## src/hw/rtl/ogst_pkg.sv

```systemverilog
// ----------------------------------------------------------------------------
// Obstacle-gated speed target: shared package
// Function codes, register indexes, sequencer states and the command word
// of the shared multiply-accumulate unit.
// ----------------------------------------------------------------------------
package ogst_pkg;

   localparam int ALPHA_Q8              = 128;
   localparam int ALPHA_REST_Q8         = 256 - ALPHA_Q8;
   localparam int RADAR_ANGLE_LIMIT_Q12 = 4289;
   localparam int INV_HEADWAY_CAP       = 2560;

   localparam logic [15:0] NONE16 = 16'hFFFF;

   typedef enum logic [2:0] {
      FUNC_LIDAR_POINT = 3'd0,
      FUNC_LIDAR_FRAME = 3'd1,
      FUNC_RADAR_DET   = 3'd2,
      FUNC_RADAR_FRAME = 3'd3,
      FUNC_TICK        = 3'd4
   } func_type;

   typedef enum logic [2:0] {
      CSR_MAX_SPEED         = 3'd0,
      CSR_MIN_SPEED         = 3'd1,
      CSR_STOP_DISTANCE     = 3'd2,
      CSR_INV_HEADWAY       = 3'd3,
      CSR_MAX_RANGE         = 3'd4,
      CSR_HALF_LANE         = 3'd5,
      CSR_TAN_FRONT_ANGLE   = 3'd6,
      CSR_EMERGENCY_CLOSURE = 3'd7
   } csr_index_type;

   typedef enum logic [6:0] {
      ST_IDLE = 7'b0000001,
      ST_LCHK = 7'b0000010,
      ST_TMUL = 7'b0000100,
      ST_TLAW = 7'b0001000,
      ST_SM1  = 7'b0010000,
      ST_SM2  = 7'b0100000,
      ST_FIN  = 7'b1000000
   } state_type;

   typedef struct packed {
      logic        en;
      logic        acc;
      logic [15:0] a;
      logic [15:0] b;
   } mac_cmd_type;

endpackage

```

## src/hw/rtl/ogst_req_if.sv

```systemverilog
// ----------------------------------------------------------------------------
// Obstacle-gated speed target: input channel
// Carries one sensor or control word with valid and ready.
// ----------------------------------------------------------------------------
interface ogst_req_if;
   logic               valid;
   logic               ready;
   logic [2:0]         func;
   logic signed [15:0] lidar_x;
   logic signed [15:0] lidar_y;
   logic signed [15:0] radar_distance;
   logic signed [14:0] radar_angle;
   logic signed [14:0] radar_rel_vel;
   logic               values_finite;

   modport source (
      output valid, func, lidar_x, lidar_y, radar_distance, radar_angle,
             radar_rel_vel, values_finite,
      input  ready
   );
   modport sink (
      input  valid, func, lidar_x, lidar_y, radar_distance, radar_angle,
             radar_rel_vel, values_finite,
      output ready
   );
endinterface

```

## src/hw/rtl/ogst_rsp_if.sv

```systemverilog
// ----------------------------------------------------------------------------
// Obstacle-gated speed target: result channel
// Carries one speed target word with valid and ready.
// ----------------------------------------------------------------------------
interface ogst_rsp_if;
   logic        valid;
   logic        ready;
   logic [13:0] speed_cmd;
   logic [14:0] nearest_distance;
   logic        obstacle_seen;
   logic        emergency_cap_applied;

   modport source (
      output valid, speed_cmd, nearest_distance, obstacle_seen,
             emergency_cap_applied,
      input  ready
   );
   modport sink (
      input  valid, speed_cmd, nearest_distance, obstacle_seen,
             emergency_cap_applied,
      output ready
   );
endinterface

```

## src/hw/rtl/ogst_csr_if.sv

```systemverilog
// ----------------------------------------------------------------------------
// Obstacle-gated speed target: configuration write channel
// Carries a register index and write data with valid and ready.
// ----------------------------------------------------------------------------
interface ogst_csr_if;
   logic        valid;
   logic        ready;
   logic [2:0]  index;
   logic [15:0] data;

   modport source (output valid, index, data, input ready);
   modport sink (input valid, index, data, output ready);
endinterface

```

## src/hw/rtl/obstacle_gated_speed_target.sv

```systemverilog
// ----------------------------------------------------------------------------
// Obstacle-gated speed target
// Gates lidar points and radar detections, keeps the nearest of each per
// frame and turns the nearer latched obstacle into a smoothed time-gap
// speed target on each control tick.
//
//   Channel  Dir  Word
//   req_ch   in   func, lidar x/y, radar distance/angle/velocity, finite flag
//   rsp_ch   out  target speed, nearest distance, seen flag, cap flag
//   csr_ch   in   register index and write data
//
// Frame ends and radar detections finish in the idle state; lidar points
// add a check step on the shared multiplier's product. A tick runs the
// head-way product, clamp and cap, two smoothing products and the final
// clamp, the products through the one shared multiplier. The result sits
// in an output register; a tick waits in its final clamp step only while
// the previous result is still not taken. Reset restores the settings,
// the frame minimums, the smoothed speed and the control state.
// ----------------------------------------------------------------------------
module obstacle_gated_speed_target (
   input logic         clock,
   input logic         reset,
   ogst_req_if.sink    req_ch,
   ogst_rsp_if.source  rsp_ch,
   ogst_csr_if.sink    csr_ch
);
   import ogst_pkg::*;

   state_type state_ff, state_in;

   logic [13:0]        max_speed_ff;
   logic [13:0]        min_speed_ff;
   logic [14:0]        stop_dist_ff;
   logic [11:0]        inv_headway_ff;
   logic [14:0]        max_range_ff;
   logic [14:0]        half_lane_ff;
   logic [15:0]        tan_front_ff;
   logic signed [14:0] emerg_closure_ff;

   logic [15:0]        lidar_run_ff, lidar_run_in;
   logic [15:0]        lidar_lat_ff, lidar_lat_in;
   logic [15:0]        radar_run_ff, radar_run_in;
   logic signed [14:0] radar_run_vel_ff, radar_run_vel_in;
   logic [15:0]        radar_lat_ff, radar_lat_in;
   logic signed [14:0] radar_lat_vel_ff, radar_lat_vel_in;
   logic [13:0]        smoothed_ff, smoothed_in;

   logic [15:0] lx_ff, lx_in;
   logic [15:0] ay_ff, ay_in;
   logic        lok_ff, lok_in;
   logic [15:0] d_ff, d_in;
   logic [13:0] v_ff, v_in;
   logic        capped_ff, capped_in;

   logic        rsp_valid_ff, rsp_valid_in;
   logic [13:0] rsp_speed_ff, rsp_speed_in;
   logic [14:0] rsp_dist_ff, rsp_dist_in;
   logic        rsp_seen_ff, rsp_seen_in;
   logic        rsp_cap_ff, rsp_cap_in;

   mac_cmd_type mac_cmd;
   logic [31:0] mac_prod;

   logic        req_fire;
   logic        out_free;
   logic        seen;
   logic [15:0] ra_abs;
   logic [15:0] ly_abs;
   logic [11:0] ih_eff;
   logic [13:0] v_law;
   logic signed [15:0] cap_s;
   logic [14:0] cap_u;
   logic [23:0] s_raw;
   logic [13:0] s_sat;

   function automatic logic [13:0] clamp_speed(input logic [23:0] v,
                                               input logic [13:0] lo,
                                               input logic [13:0] hi);
      logic [23:0] t;
      t = v;
      if (t < 24'(lo)) begin
         t = 24'(lo);
      end
      if (t > 24'(hi)) begin
         t = 24'(hi);
      end
      return t[13:0];
   endfunction

   ogst_mac u_mac (
      .clock (clock),
      .cmd   (mac_cmd),
      .prod  (mac_prod)
   );

   assign req_ch.ready = (state_ff == ST_IDLE);
   assign req_fire     = req_ch.valid && req_ch.ready;
   assign out_free     = !rsp_valid_ff || rsp_ch.ready;
   assign seen         = (d_ff != NONE16);

   assign csr_ch.ready = 1'b1;

   assign rsp_ch.valid                 = rsp_valid_ff;
   assign rsp_ch.speed_cmd             = rsp_speed_ff;
   assign rsp_ch.nearest_distance      = rsp_dist_ff;
   assign rsp_ch.obstacle_seen         = rsp_seen_ff;
   assign rsp_ch.emergency_cap_applied = rsp_cap_ff;

   always_ff @(posedge clock) begin
      if (reset) begin
         max_speed_ff     <= 14'd2560;
         min_speed_ff     <= 14'd0;
         stop_dist_ff     <= 15'd512;
         inv_headway_ff   <= 12'd171;
         max_range_ff     <= 15'd12800;
         half_lane_ff     <= 15'd448;
         tan_front_ff     <= 16'd443;
         emerg_closure_ff <= -15'sd1280;
      end else if (csr_ch.valid && csr_ch.ready) begin
         unique case (csr_index_type'(csr_ch.index))
            CSR_MAX_SPEED:         max_speed_ff     <= csr_ch.data[13:0];
            CSR_MIN_SPEED:         min_speed_ff     <= csr_ch.data[13:0];
            CSR_STOP_DISTANCE:     stop_dist_ff     <= csr_ch.data[14:0];
            CSR_INV_HEADWAY:       inv_headway_ff   <= csr_ch.data[11:0];
            CSR_MAX_RANGE:         max_range_ff     <= csr_ch.data[14:0];
            CSR_HALF_LANE:         half_lane_ff     <= csr_ch.data[14:0];
            CSR_TAN_FRONT_ANGLE:   tan_front_ff     <= csr_ch.data;
            CSR_EMERGENCY_CLOSURE: emerg_closure_ff <= csr_ch.data[14:0];
            default: ;
         endcase
      end
   end

   always_comb begin
      ly_abs = req_ch.lidar_y[15] ? (~req_ch.lidar_y + 16'd1) : req_ch.lidar_y;
      ra_abs = req_ch.radar_angle[14] ? (~16'(req_ch.radar_angle) + 16'd1)
                                      : 16'(req_ch.radar_angle);
      ih_eff = (inv_headway_ff > 12'(INV_HEADWAY_CAP)) ? 12'(INV_HEADWAY_CAP)
                                                       : inv_headway_ff;
      v_law  = clamp_speed(mac_prod[31:8], min_speed_ff, max_speed_ff);
      cap_s  = 16'(max_speed_ff) + 16'(radar_lat_vel_ff);
      cap_u  = cap_s[15] ? 15'd0 : cap_s[14:0];
      s_raw  = mac_prod[31:8];
      s_sat  = (s_raw > 24'h3FFF) ? 14'h3FFF : s_raw[13:0];
   end

   always_comb begin
      state_in         = state_ff;
      lidar_run_in     = lidar_run_ff;
      lidar_lat_in     = lidar_lat_ff;
      radar_run_in     = radar_run_ff;
      radar_run_vel_in = radar_run_vel_ff;
      radar_lat_in     = radar_lat_ff;
      radar_lat_vel_in = radar_lat_vel_ff;
      smoothed_in      = smoothed_ff;
      lx_in            = lx_ff;
      ay_in            = ay_ff;
      lok_in           = lok_ff;
      d_in             = d_ff;
      v_in             = v_ff;
      capped_in        = capped_ff;
      rsp_valid_in     = rsp_valid_ff && !rsp_ch.ready;
      rsp_speed_in     = rsp_speed_ff;
      rsp_dist_in      = rsp_dist_ff;
      rsp_seen_in      = rsp_seen_ff;
      rsp_cap_in       = rsp_cap_ff;
      mac_cmd          = '0;

      unique case (state_ff)
         ST_IDLE: begin
            if (req_fire) begin
               unique case (func_type'(req_ch.func))
                  FUNC_LIDAR_POINT: begin
                     lx_in   = req_ch.lidar_x;
                     ay_in   = ly_abs;
                     lok_in  = req_ch.values_finite && !req_ch.lidar_x[15] &&
                               (req_ch.lidar_x != 16'sd0) &&
                               (req_ch.lidar_x[14:0] <= max_range_ff) &&
                               (ly_abs <= 16'(half_lane_ff));
                     mac_cmd = '{en: 1'b1, acc: 1'b0,
                                 a: req_ch.lidar_x, b: tan_front_ff};
                     state_in = ST_LCHK;
                  end
                  FUNC_LIDAR_FRAME: begin
                     lidar_lat_in = lidar_run_ff;
                     lidar_run_in = NONE16;
                  end
                  FUNC_RADAR_DET: begin
                     if (req_ch.values_finite && !req_ch.radar_distance[15] &&
                         (req_ch.radar_distance != 16'sd0) &&
                         (req_ch.radar_distance[14:0] <= max_range_ff) &&
                         (ra_abs <= 16'(RADAR_ANGLE_LIMIT_Q12)) &&
                         (req_ch.radar_distance < radar_run_ff)) begin
                        radar_run_in     = req_ch.radar_distance;
                        radar_run_vel_in = req_ch.radar_rel_vel;
                     end
                  end
                  FUNC_RADAR_FRAME: begin
                     radar_lat_in     = radar_run_ff;
                     radar_lat_vel_in = radar_run_vel_ff;
                     radar_run_in     = NONE16;
                     radar_run_vel_in = '0;
                  end
                  FUNC_TICK: begin
                     d_in     = (lidar_lat_ff < radar_lat_ff) ? lidar_lat_ff
                                                              : radar_lat_ff;
                     state_in = ST_TMUL;
                  end
                  default: ;
               endcase
            end
         end
         ST_LCHK: begin
            if (lok_ff && ({8'd0, ay_ff, 8'd0} <= mac_prod) &&
                (lx_ff < lidar_run_ff)) begin
               lidar_run_in = lx_ff;
            end
            state_in = ST_IDLE;
         end
         ST_TMUL: begin
            mac_cmd  = '{en: 1'b1, acc: 1'b0,
                         a: d_ff - 16'(stop_dist_ff), b: 16'(ih_eff)};
            state_in = ST_TLAW;
         end
         ST_TLAW: begin
            priority if (!seen) begin
               v_in = max_speed_ff;
            end else if (d_ff <= 16'(stop_dist_ff)) begin
               v_in = 14'd0;
            end else begin
               v_in = v_law;
            end
            capped_in = 1'b0;
            if ((radar_lat_vel_ff < emerg_closure_ff) && (cap_u < 15'(v_in))) begin
               v_in      = cap_u[13:0];
               capped_in = 1'b1;
            end
            state_in = ST_SM1;
         end
         ST_SM1: begin
            mac_cmd  = '{en: 1'b1, acc: 1'b0, a: 16'(ALPHA_Q8), b: 16'(v_ff)};
            state_in = ST_SM2;
         end
         ST_SM2: begin
            mac_cmd  = '{en: 1'b1, acc: 1'b1, a: 16'(ALPHA_REST_Q8),
                         b: 16'(smoothed_ff)};
            state_in = ST_FIN;
         end
         ST_FIN: begin
            if (out_free) begin
               smoothed_in  = clamp_speed(24'(s_sat), min_speed_ff, max_speed_ff);
               rsp_valid_in = 1'b1;
               rsp_speed_in = smoothed_in;
               rsp_dist_in  = seen ? d_ff[14:0] : 15'd0;
               rsp_seen_in  = seen;
               rsp_cap_in   = capped_ff;
               state_in     = ST_IDLE;
            end
         end
         default: begin
            state_in = ST_IDLE;
         end
      endcase
   end

   always_ff @(posedge clock) begin
      if (reset) begin
         state_ff         <= ST_IDLE;
         lidar_run_ff     <= NONE16;
         lidar_lat_ff     <= NONE16;
         radar_run_ff     <= NONE16;
         radar_run_vel_ff <= '0;
         radar_lat_ff     <= NONE16;
         radar_lat_vel_ff <= '0;
         smoothed_ff      <= '0;
         rsp_valid_ff     <= 1'b0;
      end else begin
         state_ff         <= state_in;
         lidar_run_ff     <= lidar_run_in;
         lidar_lat_ff     <= lidar_lat_in;
         radar_run_ff     <= radar_run_in;
         radar_run_vel_ff <= radar_run_vel_in;
         radar_lat_ff     <= radar_lat_in;
         radar_lat_vel_ff <= radar_lat_vel_in;
         smoothed_ff      <= smoothed_in;
         rsp_valid_ff     <= rsp_valid_in;
      end
   end

   always_ff @(posedge clock) begin
      lx_ff        <= lx_in;
      ay_ff        <= ay_in;
      lok_ff       <= lok_in;
      d_ff         <= d_in;
      v_ff         <= v_in;
      capped_ff    <= capped_in;
      rsp_speed_ff <= rsp_speed_in;
      rsp_dist_ff  <= rsp_dist_in;
      rsp_seen_ff  <= rsp_seen_in;
      rsp_cap_ff   <= rsp_cap_in;
   end

   // A new result word is only ever produced by the final smoothing step.
   a_rsp_from_fin: assert property (@(posedge clock) disable iff (reset)
      $rose(rsp_valid_ff) |-> $past(state_ff == ST_FIN))
      else $error("result word appeared outside the final step");

   // The seen flag and a nonzero distance always travel together.
   a_seen_dist: assert property (@(posedge clock) disable iff (reset)
      rsp_valid_ff |-> (rsp_seen_ff == (rsp_dist_ff != 15'd0)))
      else $error("seen flag disagrees with nearest distance");

   // A lidar point can only lower the running minimum.
   a_lidar_min: assert property (@(posedge clock) disable iff (reset)
      (req_fire && (req_ch.func == FUNC_LIDAR_POINT)) |=> ##1
      (lidar_run_ff <= $past(lidar_run_ff, 2)))
      else $error("lidar running minimum increased on a point");

   // A tick never leaves the idle state without entering the multiply step.
   a_tick_seq: assert property (@(posedge clock) disable iff (reset)
      (req_fire && (req_ch.func == FUNC_TICK)) |=> (state_ff == ST_TMUL))
      else $error("tick did not start the headway product");
endmodule

```

## src/hw/rtl/ogst_mac.sv

```systemverilog
// ----------------------------------------------------------------------------
// Obstacle-gated speed target: shared multiply-accumulate unit
// One 16 x 16 multiplier with a registered product that can add onto
// the previous product.
// ----------------------------------------------------------------------------
module ogst_mac (
   input  logic                 clock,
   input  ogst_pkg::mac_cmd_type cmd,
   output logic [31:0]          prod
);
   import ogst_pkg::*;

   logic [31:0] prod_ff;
   logic [31:0] prod_in;

   always_comb begin
      prod_in = (cmd.acc ? prod_ff : 32'd0) + (32'(cmd.a) * 32'(cmd.b));
   end

   always_ff @(posedge clock) begin
      if (cmd.en) begin
         prod_ff <= prod_in;
      end
   end

   assign prod = prod_ff;
endmodule

```

## src/flat_wrapper.sv

```systemverilog
// flat-port wrapper written by rule: the top's interface ports become plain ports
module obstacle_gated_speed_target_flat import ogst_pkg::*;
  (clock, reset, req_ch_valid, req_ch_func, req_ch_lidar_x, req_ch_lidar_y, req_ch_radar_distance, req_ch_radar_angle, req_ch_radar_rel_vel, req_ch_values_finite, req_ch_ready, rsp_ch_valid, rsp_ch_speed_cmd, rsp_ch_nearest_distance, rsp_ch_obstacle_seen, rsp_ch_emergency_cap_applied, rsp_ch_ready, csr_ch_valid, csr_ch_index, csr_ch_data, csr_ch_ready);
  ogst_req_if req_ch_i ();
  ogst_rsp_if rsp_ch_i ();
  ogst_csr_if csr_ch_i ();
  input logic clock;
  input logic reset;
  input wire logic [$bits(req_ch_i.valid)-1:0] req_ch_valid;
  input wire logic [$bits(req_ch_i.func)-1:0] req_ch_func;
  input wire logic [$bits(req_ch_i.lidar_x)-1:0] req_ch_lidar_x;
  input wire logic [$bits(req_ch_i.lidar_y)-1:0] req_ch_lidar_y;
  input wire logic [$bits(req_ch_i.radar_distance)-1:0] req_ch_radar_distance;
  input wire logic [$bits(req_ch_i.radar_angle)-1:0] req_ch_radar_angle;
  input wire logic [$bits(req_ch_i.radar_rel_vel)-1:0] req_ch_radar_rel_vel;
  input wire logic [$bits(req_ch_i.values_finite)-1:0] req_ch_values_finite;
  output wire logic [$bits(req_ch_i.ready)-1:0] req_ch_ready;
  output wire logic [$bits(rsp_ch_i.valid)-1:0] rsp_ch_valid;
  output wire logic [$bits(rsp_ch_i.speed_cmd)-1:0] rsp_ch_speed_cmd;
  output wire logic [$bits(rsp_ch_i.nearest_distance)-1:0] rsp_ch_nearest_distance;
  output wire logic [$bits(rsp_ch_i.obstacle_seen)-1:0] rsp_ch_obstacle_seen;
  output wire logic [$bits(rsp_ch_i.emergency_cap_applied)-1:0] rsp_ch_emergency_cap_applied;
  input wire logic [$bits(rsp_ch_i.ready)-1:0] rsp_ch_ready;
  input wire logic [$bits(csr_ch_i.valid)-1:0] csr_ch_valid;
  input wire logic [$bits(csr_ch_i.index)-1:0] csr_ch_index;
  input wire logic [$bits(csr_ch_i.data)-1:0] csr_ch_data;
  output wire logic [$bits(csr_ch_i.ready)-1:0] csr_ch_ready;
  assign req_ch_i.valid = req_ch_valid;
  assign req_ch_i.func = req_ch_func;
  assign req_ch_i.lidar_x = req_ch_lidar_x;
  assign req_ch_i.lidar_y = req_ch_lidar_y;
  assign req_ch_i.radar_distance = req_ch_radar_distance;
  assign req_ch_i.radar_angle = req_ch_radar_angle;
  assign req_ch_i.radar_rel_vel = req_ch_radar_rel_vel;
  assign req_ch_i.values_finite = req_ch_values_finite;
  assign req_ch_ready = req_ch_i.ready;
  assign rsp_ch_valid = rsp_ch_i.valid;
  assign rsp_ch_speed_cmd = rsp_ch_i.speed_cmd;
  assign rsp_ch_nearest_distance = rsp_ch_i.nearest_distance;
  assign rsp_ch_obstacle_seen = rsp_ch_i.obstacle_seen;
  assign rsp_ch_emergency_cap_applied = rsp_ch_i.emergency_cap_applied;
  assign rsp_ch_i.ready = rsp_ch_ready;
  assign csr_ch_i.valid = csr_ch_valid;
  assign csr_ch_i.index = csr_ch_index;
  assign csr_ch_i.data = csr_ch_data;
  assign csr_ch_ready = csr_ch_i.ready;
  obstacle_gated_speed_target u_core (.clock(clock), .reset(reset), .req_ch(req_ch_i), .rsp_ch(rsp_ch_i), .csr_ch(csr_ch_i));
endmodule
```

## config.mk

```make
export PLATFORM = sky130hd
export DESIGN_NAME = obstacle_gated_speed_target_flat
export DESIGN_NICKNAME = d
export VERILOG_FILES = /design/src/hw/rtl/ogst_pkg.sv /design/src/hw/rtl/ogst_req_if.sv /design/src/hw/rtl/ogst_rsp_if.sv /design/src/hw/rtl/ogst_csr_if.sv /design/src/hw/rtl/obstacle_gated_speed_target.sv /design/src/hw/rtl/ogst_mac.sv /design/src/flat_wrapper.sv
export SDC_FILE = /design/constraint.sdc
export NUM_CORES = 2
export LEC_CHECK = 0
export BUFFER_PORTS_ARGS = -buffer_cell sky130_fd_sc_hd__buf_4
export CAP_MARGIN = 20
export CORE_MARGIN = 2
export CORE_UTILIZATION = 50
export DETAILED_ROUTE_END_ITERATION = 12
export PLACE_DENSITY_LB_ADDON = 0.08
export SLEW_MARGIN = 20
export SYNTH_ARGS = -nofsm -noshare
export SYNTH_HDL_FRONTEND = slang
export SYNTH_SLANG_ARGS = --single-unit
```

## constraint.sdc

```tcl
create_clock -name clock -period 11.55 [get_ports clock]
set_input_delay 2.8875 -clock clock [delete_from_list [all_inputs] [get_ports clock]]
set_output_delay 2.8875 -clock clock [all_outputs]
set_load 0.01 [all_outputs]
```

; Word level (Yosys, flattened, before mapping)
; Cells that the tools add are included.
[totals]
register_bits = 359
latch_bits = 0
ramBits = 0
rom_bits = 0
input_bits = 106
mem_count = 0
[classes]
addsub = 5
mul = 1
div = 0
n_lt_le_gt_ge = 17
eq_ne = 25
n_shift = 0
muxes = 35
bitwise_logic = 2
reduce_logical = 41
[op_table]
columns = operator, count
row1 = 34-bit one-hot mux with 4 select lines, 1
row2 = 14-bit two-way mux, 8
row3 = 16-bit two-way mux, 7
row4 = 24-bit two-way mux, 3
row5 = 34-bit two-way mux, 2
row6 = 16-bit one-hot mux with 2 select lines, 2
row7 = 24-bit by 14-bit > comparator with 1-bit output, 2
row8 = 16-bit < comparator, 3
row9 = 7-bit one-hot mux with 6 select lines, 1
row10 = "16-bit by 1-bit adder with 16-bit output, second input constant", 2
row11 = 32-bit adder, 1
row12 = 16-bit by 15-bit <= comparator with 1-bit output, 2
row13 = 24-bit by 32-bit <= comparator with 1-bit output, 1
row14 = 16-bit by 16-bit multiplier with 32-bit output, 1
row15 = 32-bit two-way mux, 1
row16 = 16-bit inverter, 2
row17 = 16-bit nonzero test, 2
row18 = 15-bit <= comparator, 2
row19 = 15-bit two-way mux, 2
row20 = 15-bit one-hot mux with 2 select lines, 1
row21 = "24-bit by 14-bit > comparator with 1-bit output, second input constant", 1
row22 = 24-bit by 14-bit < comparator with 1-bit output, 1
row23 = 2-bit AND reduction, 9
row24 = 15-bit by 15-bit adder with 16-bit output, 1
row25 = 31 further kinds, 68

; Longest topological paths before layout
[logic_depth]
depth_word = 10
ltp_mapped = 33

; By module
; Synthesis repeated with hierarchy kept, for this count alone.
[unflattened]
hier_cells = 3484
area_unflattened_um2 = 30262.8
[modules_own_cells]
columns = module, n_inst, cells_per_inst, area_each_um2
row1 = obstacle_gated_speed_target, 1, 2290, 19615.1
row2 = ogst_mac, 1, 1194, 10647.7

; Least setup slack after synthesis
; Ideal clock, no wire load.
[synth_timing]
path_kind = input-to-reg
start = input port req_ch_func[2]
end = register u_core.u_mac.prod_ff[31] (netlist: u_core.u_mac.prod[31]), data pin
arrival_time_ps = 10038
path_slack_ps = 1376
path_stages = 25
path_buffers = 3
cell_sequence = nor3b_1 > and2_1 > clkbuf_1 > clkbuf_1 > buf_2 > a22o_1 > nand2_1 > fa_1 > inv_1 > fa_1 > fa_1 > fa_1 > fa_1 > inv_1 > fa_1 > inv_1 > ha_1 > a21o_1 > a21oi_1 > o21ai_0 > a22o_1 > a211o_1 > a31o_2 > or4_1 > nand3_1
[synth_between]
elab_chain_cells = 6
[synth_lines]
columns = item, line
row1 = "start, declared", flat_wrapper.sv:10  ; input wire logic [$bits(req_ch_i.func)-1:0] req_ch_func;
row2 = 3-bit zero test, obstacle_gated_speed_target.sv:172  ; unique case (func_type'(req_ch.func))
row3 = 34-bit two-way mux, obstacle_gated_speed_target.sv:172
row4 = 34-bit two-way mux, obstacle_gated_speed_target.sv:171  ; if (req_fire) begin
row5 = 34-bit one-hot mux with 4 select lines, obstacle_gated_speed_target.sv:169  ; unique case (state_ff)
row6 = 16-bit by 16-bit multiplier with 32-bit output, ogst_mac.sv:17  ; prod_in = (cmd.acc ? prod_ff : 32'd0) + (32'(cmd.a) * 32'(cmd.b));
row7 = 32-bit adder, ogst_mac.sv:17
row8 = named net u_core.u_mac.prod_in[31], ogst_mac.sv:14  ; logic [31:0] prod_in;
row9 = "end signal, assigned", ogst_mac.sv:22  ; prod_ff <= prod_in;
row10 = "end, declared", ogst_mac.sv:13  ; logic [31:0] prod_ff;
; The timed path passes the listed nets, and every way through them passes these cells.
; A chain may end at the register's enable or synchronous reset.

; Worst setup path after layout
[layout_timing]
start = input port req_ch_valid
end = register u_core.u_mac.prod_ff[31] (netlist: u_core.u_mac.prod[31]), data pin
[layout_between]
elab_chain_cells = 5
elab_cells_between_ends = 6
classes_between = add/sub (1) / mul (1) / mux (3) / reduce/logical (1)
[layout_lines]
columns = item, line
row1 = "start, declared", flat_wrapper.sv:9  ; input wire logic [$bits(req_ch_i.valid)-1:0] req_ch_valid;
row2 = 1-bit logical AND (*), obstacle_gated_speed_target.sv:97  ; assign req_fire = req_ch.valid && req_ch.ready;
row3 = 34-bit two-way mux (*), obstacle_gated_speed_target.sv:171
row4 = 34-bit one-hot mux with 4 select lines (*), obstacle_gated_speed_target.sv:169
row5 = 16-bit by 16-bit multiplier with 32-bit output or 32-bit two-way mux (tied branches), ogst_mac.sv:17
row6 = 32-bit adder (*), ogst_mac.sv:17
row7 = named net u_core.u_mac.prod_in[31], ogst_mac.sv:14
; Mark *: on every way through the listed nets, which the timed path passes. The rest lies on a longest branch.

==> flow_metrics.py <==
metrics = {
    "detailed_routing": {
        "vias_per_cell": 5.706,
        "vias": 24830,
        "wl_um": 94090,
        "wl_per_cell_um": 21.62,
        "ant_nets": 0,
        "drt_iter0_markers": 1835,
        "drc": 0,
        "drt-pass1-iter-count": 6,
    },
    "worst_setup_path": {
        "end_kind": "flip-flop",
        "path_class": "primary input to flip-flop",
        "worstPathMaxFanout": 30,
        "r2r-start": "u_core.d_ff[1]",
        "critPathLaunchType": "primary input",
        "r2r_end": "u_core.u_mac.prod[31]",
        "r2r_cells": 31,
        "crit_start": "req_ch_valid",
        "crit_required_ps": 12020,
        "crit_end": "u_core.u_mac.prod[31]",
        "worstPathArrival_ps": 10590,
        "rrSetupSlack_ps": 2220,
    },
    "global_route": {
        "antenna_found_initial": 5,
        "overflow": 0,
        "grt_max_degree": 148,
        "grt_pass1_vias": 25310,
        "groute.usage.overall_pct": 30.52,
        "grt_pass1_wl_um": 146200,
    },
    "synth": {
        "syn-num-nets": 4088,
        "synth.most_common_cell": "nand2_1",
        "ys_ff_latch": 359,
        "async_flop_share_pct": 0,
        "synth_area_per_cell_sq_um": 8.757,
        "synth.distinct_cells": 81,
        "yosys-top-cells-area": "dfxtp_1 15%, fa_1 15%, ha_1 13%",
        "synth_cells": 3438,
        "ys.warnings.count": 0,
        "synth_top_cell_by_area": "dfxtp_1",
        "synth_commonest_cells": "520 x nand2_1, 490 x inv_1, 317 x ha_1",
        "synth_ff_type": "dfxtp_1",
        "synth_edf_count": 127,
        "synth_seq_area_share_pct": 28.09,
        "syn_area_sq_um": 30110,
        "synth_top_area_share_pct": 15.43,
    },
    "cts": {
        "ctsHoldBuffers": 0,
        "cts_made_buffers": 44,
        "post_cts_buffers": 0,
        "insertion_delay_ps": 600,
        "post_cts_resize_count": 0,
        "htreeDepth": 2,
        "clockBufferDepth": 3,
        "tritoncts": "built",
        "clockRootBuffer": "clkbuf_16",
        "clk_pin_slew_ps": 60,
        "clkSinkCount": 359,
    },
    "power": {
        "ir_drop_mv": 0.1145,
        "powerDensity_nw_per_um2": 94.61,
        "total_leakage_power_nw": 15.42,
    },
    "timing": {
        "slew-limit-headroom_pct": 27.51,
        "fin_skew_ps": 23.46,
        "setup-tns-final_ps": 0,
        "setup-violations-final": 0,
        "finalCritPeriodShare_pct": 87.64,
        "fin_crit_ps": 10120,
        "rsz0062_at_grt": "no",
        "max_freq_mhz": 98.79,
        "hold_violations": 0,
        "slew_viol_final": 0,
        "max_slew.worst_pin.slew_ps": 1087,
    },
    "floorplanning": {
        "core_sq_um": 59240,
        "pin_count": 140,
        "rows": 89,
        "die_area_sq_um": 62190,
        "die_x_um": 249.4,
        "die_h_um": 249.4,
        "start_util_pct": 50.82,
    },
    "placed_design": {
        "dp_hpwl_um": 73380,
        "gp_congestion": 0.9369,
        "place_area_sq_um": 31920,
        "io_buffers": 138,
    },
    "finish": {
        "stdcell_area_sq_um": 33450,
        "drive_above_1_share_pct": 9.762,
        "syn2layout_area_growth_pct": 11.11,
        "fill_cells": 5444,
        "final_nets": 4189,
        "multi_input_area_sq_um": 19280,
        "ff_latch_area_sq_um": 8458,
    },
    "job": {
        "cap_viol_max_count": 0,
    },
    "min_path": {
        "hold_class": "flip-flop to flip-flop",
    },
    "status": {
        "status": "finished, final reports clean",
    },
}
## through the flow
stage                     hold slack [ps]  total power (W)  cells  util, %  setup WS [ps]
final                               452.5         0.003165   4351    56.47           1427
after global routing                471.5         0.003283   4350    56.46           1104
after CTS                           454.7         0.003189   4345    56.40           1423
after detailed placement            446.5         0.001740   4263    53.88          786.9
after floorplan                     400.3         0.001596   3438        -           1376
after global placement              441.9         0.001731   4261    53.82          921.9
## cells in the final DEF, fill, tap and decap left out, types with 44 or more instances in the layout
cell type  netlist  final
a21o_1          47     47
a21oi_1        196    196
buf_4            1    181
clkbuf_16        0     45
dfxtp_1        232    232
edfxtp_1       127    127
fa_1           227    227
ha_1           317    317
inv_1          490    489
mux2i_1         61     61
nand2_1        520    520
nand4_1         44     44
nor2_1         316    313
nor2b_1         48     48
nor3_1          50     50
o21ai_0         85     85
xnor2_1         50     50
## critical path: stages
cell	delay, ps
buf_4	120
nor3b_1	140
buf_4	180
and2_4	280
buf_4	240
a22oi_1	870
nor2_1	180
fa_1	580
inv_1	50
fa_1	560
fa_1	460
fa_1	510
inv_1	60
fa_1	530
inv_1	60
fa_1	530
inv_1	40
ha_1	340
o211ai_1	130
a21oi_1	70
o21ai_0	110
a21boi_0	200
o211a_1	300
a211o_1	370
a31o_2	290
or4_1	400
nand3_1	100
## cell families (layout without fill, tap and decap cells)
kind of cell,after synthesis,count (layout),share of synthesized area (%)
and+or+nand+nor,1209,1209,18.37
buffers and inverters,620,757,8.038
adders and majority gates,544,544,28.27
AOI/OAI and AO/OA,535,535,11.52
DFF,359,359,28.09
muxes,107,107,3.869
xor gates and xnor gates,63,63,1.833
other,1,4,0.01246
## power by group
part	leakage (nW)	total, W	internal (W)	switching [W]
clock	0.719	0.00145	0.000823	0.000623
combinational	11.7	0.000363	0.000139	0.000224
sequential	3.03	0.00136	0.00133	0.0000230
## how the worst min path moves through the flow
| stage | startpoint | endpoint | slack, ps | depth (start not counted) |
|---|---|---|---|---|
| floorplan | u_core.capped_ff | u_core.rsp_ch.emergency_cap_applied | 400 | 0 |
| global placement | u_core.emerg_closure_ff[0] | u_core.emerg_closure_ff[0] | 440 | 2 |
| detailed placement | u_core.emerg_closure_ff[2] | u_core.emerg_closure_ff[2] | 450 | 2 |
| CTS | u_core.emerg_closure_ff[2] | u_core.emerg_closure_ff[2] | 450 | 2 |
| global route | u_core.emerg_closure_ff[2] | u_core.emerg_closure_ff[2] | 470 | 2 |
| finish | u_core.radar_run_vel_ff[5] | u_core.radar_lat_vel_ff[5] | 450 | 2 |
## final cells by class
cell class / count / share of cell area, %
flip-flops and latches: 359 / 25.28
well taps: 773 / 2.891
clock buffers: 56 / 3.609
inverters: 490 / 5.506
multi-input cells: 2459 / 57.64
diodes: 3 / 0.02244
clock inverters: 26 / 0.8453
repair buffers: 185 / 4.204
## flip-flops by register name, summed over array words and instances (netlist names), 16 cells and up
signal,flops
u_core.tan_front_ff,16
u_core.d_ff,16
u_core.lidar_run_ff,16
u_core.radar_run_ff,16
u_core.lx_ff,16
u_core.ay_ff,16
u_core.lidar_lat_ff,16
u_core.u_mac.prod,32
u_core.radar_lat_ff,16
## metal layers
metal  vias to the layer above  GRT usage [%]  part of all wire [%]
met4                         2          10.81                   3.5
met2                       781          51.00                    47
met5                         -              0                 0.014
met3                       189          4.881                   6.6
met1                     12200          40.13                    43
li1                      11650              -                     -
(Power assumes the default switching activity.)
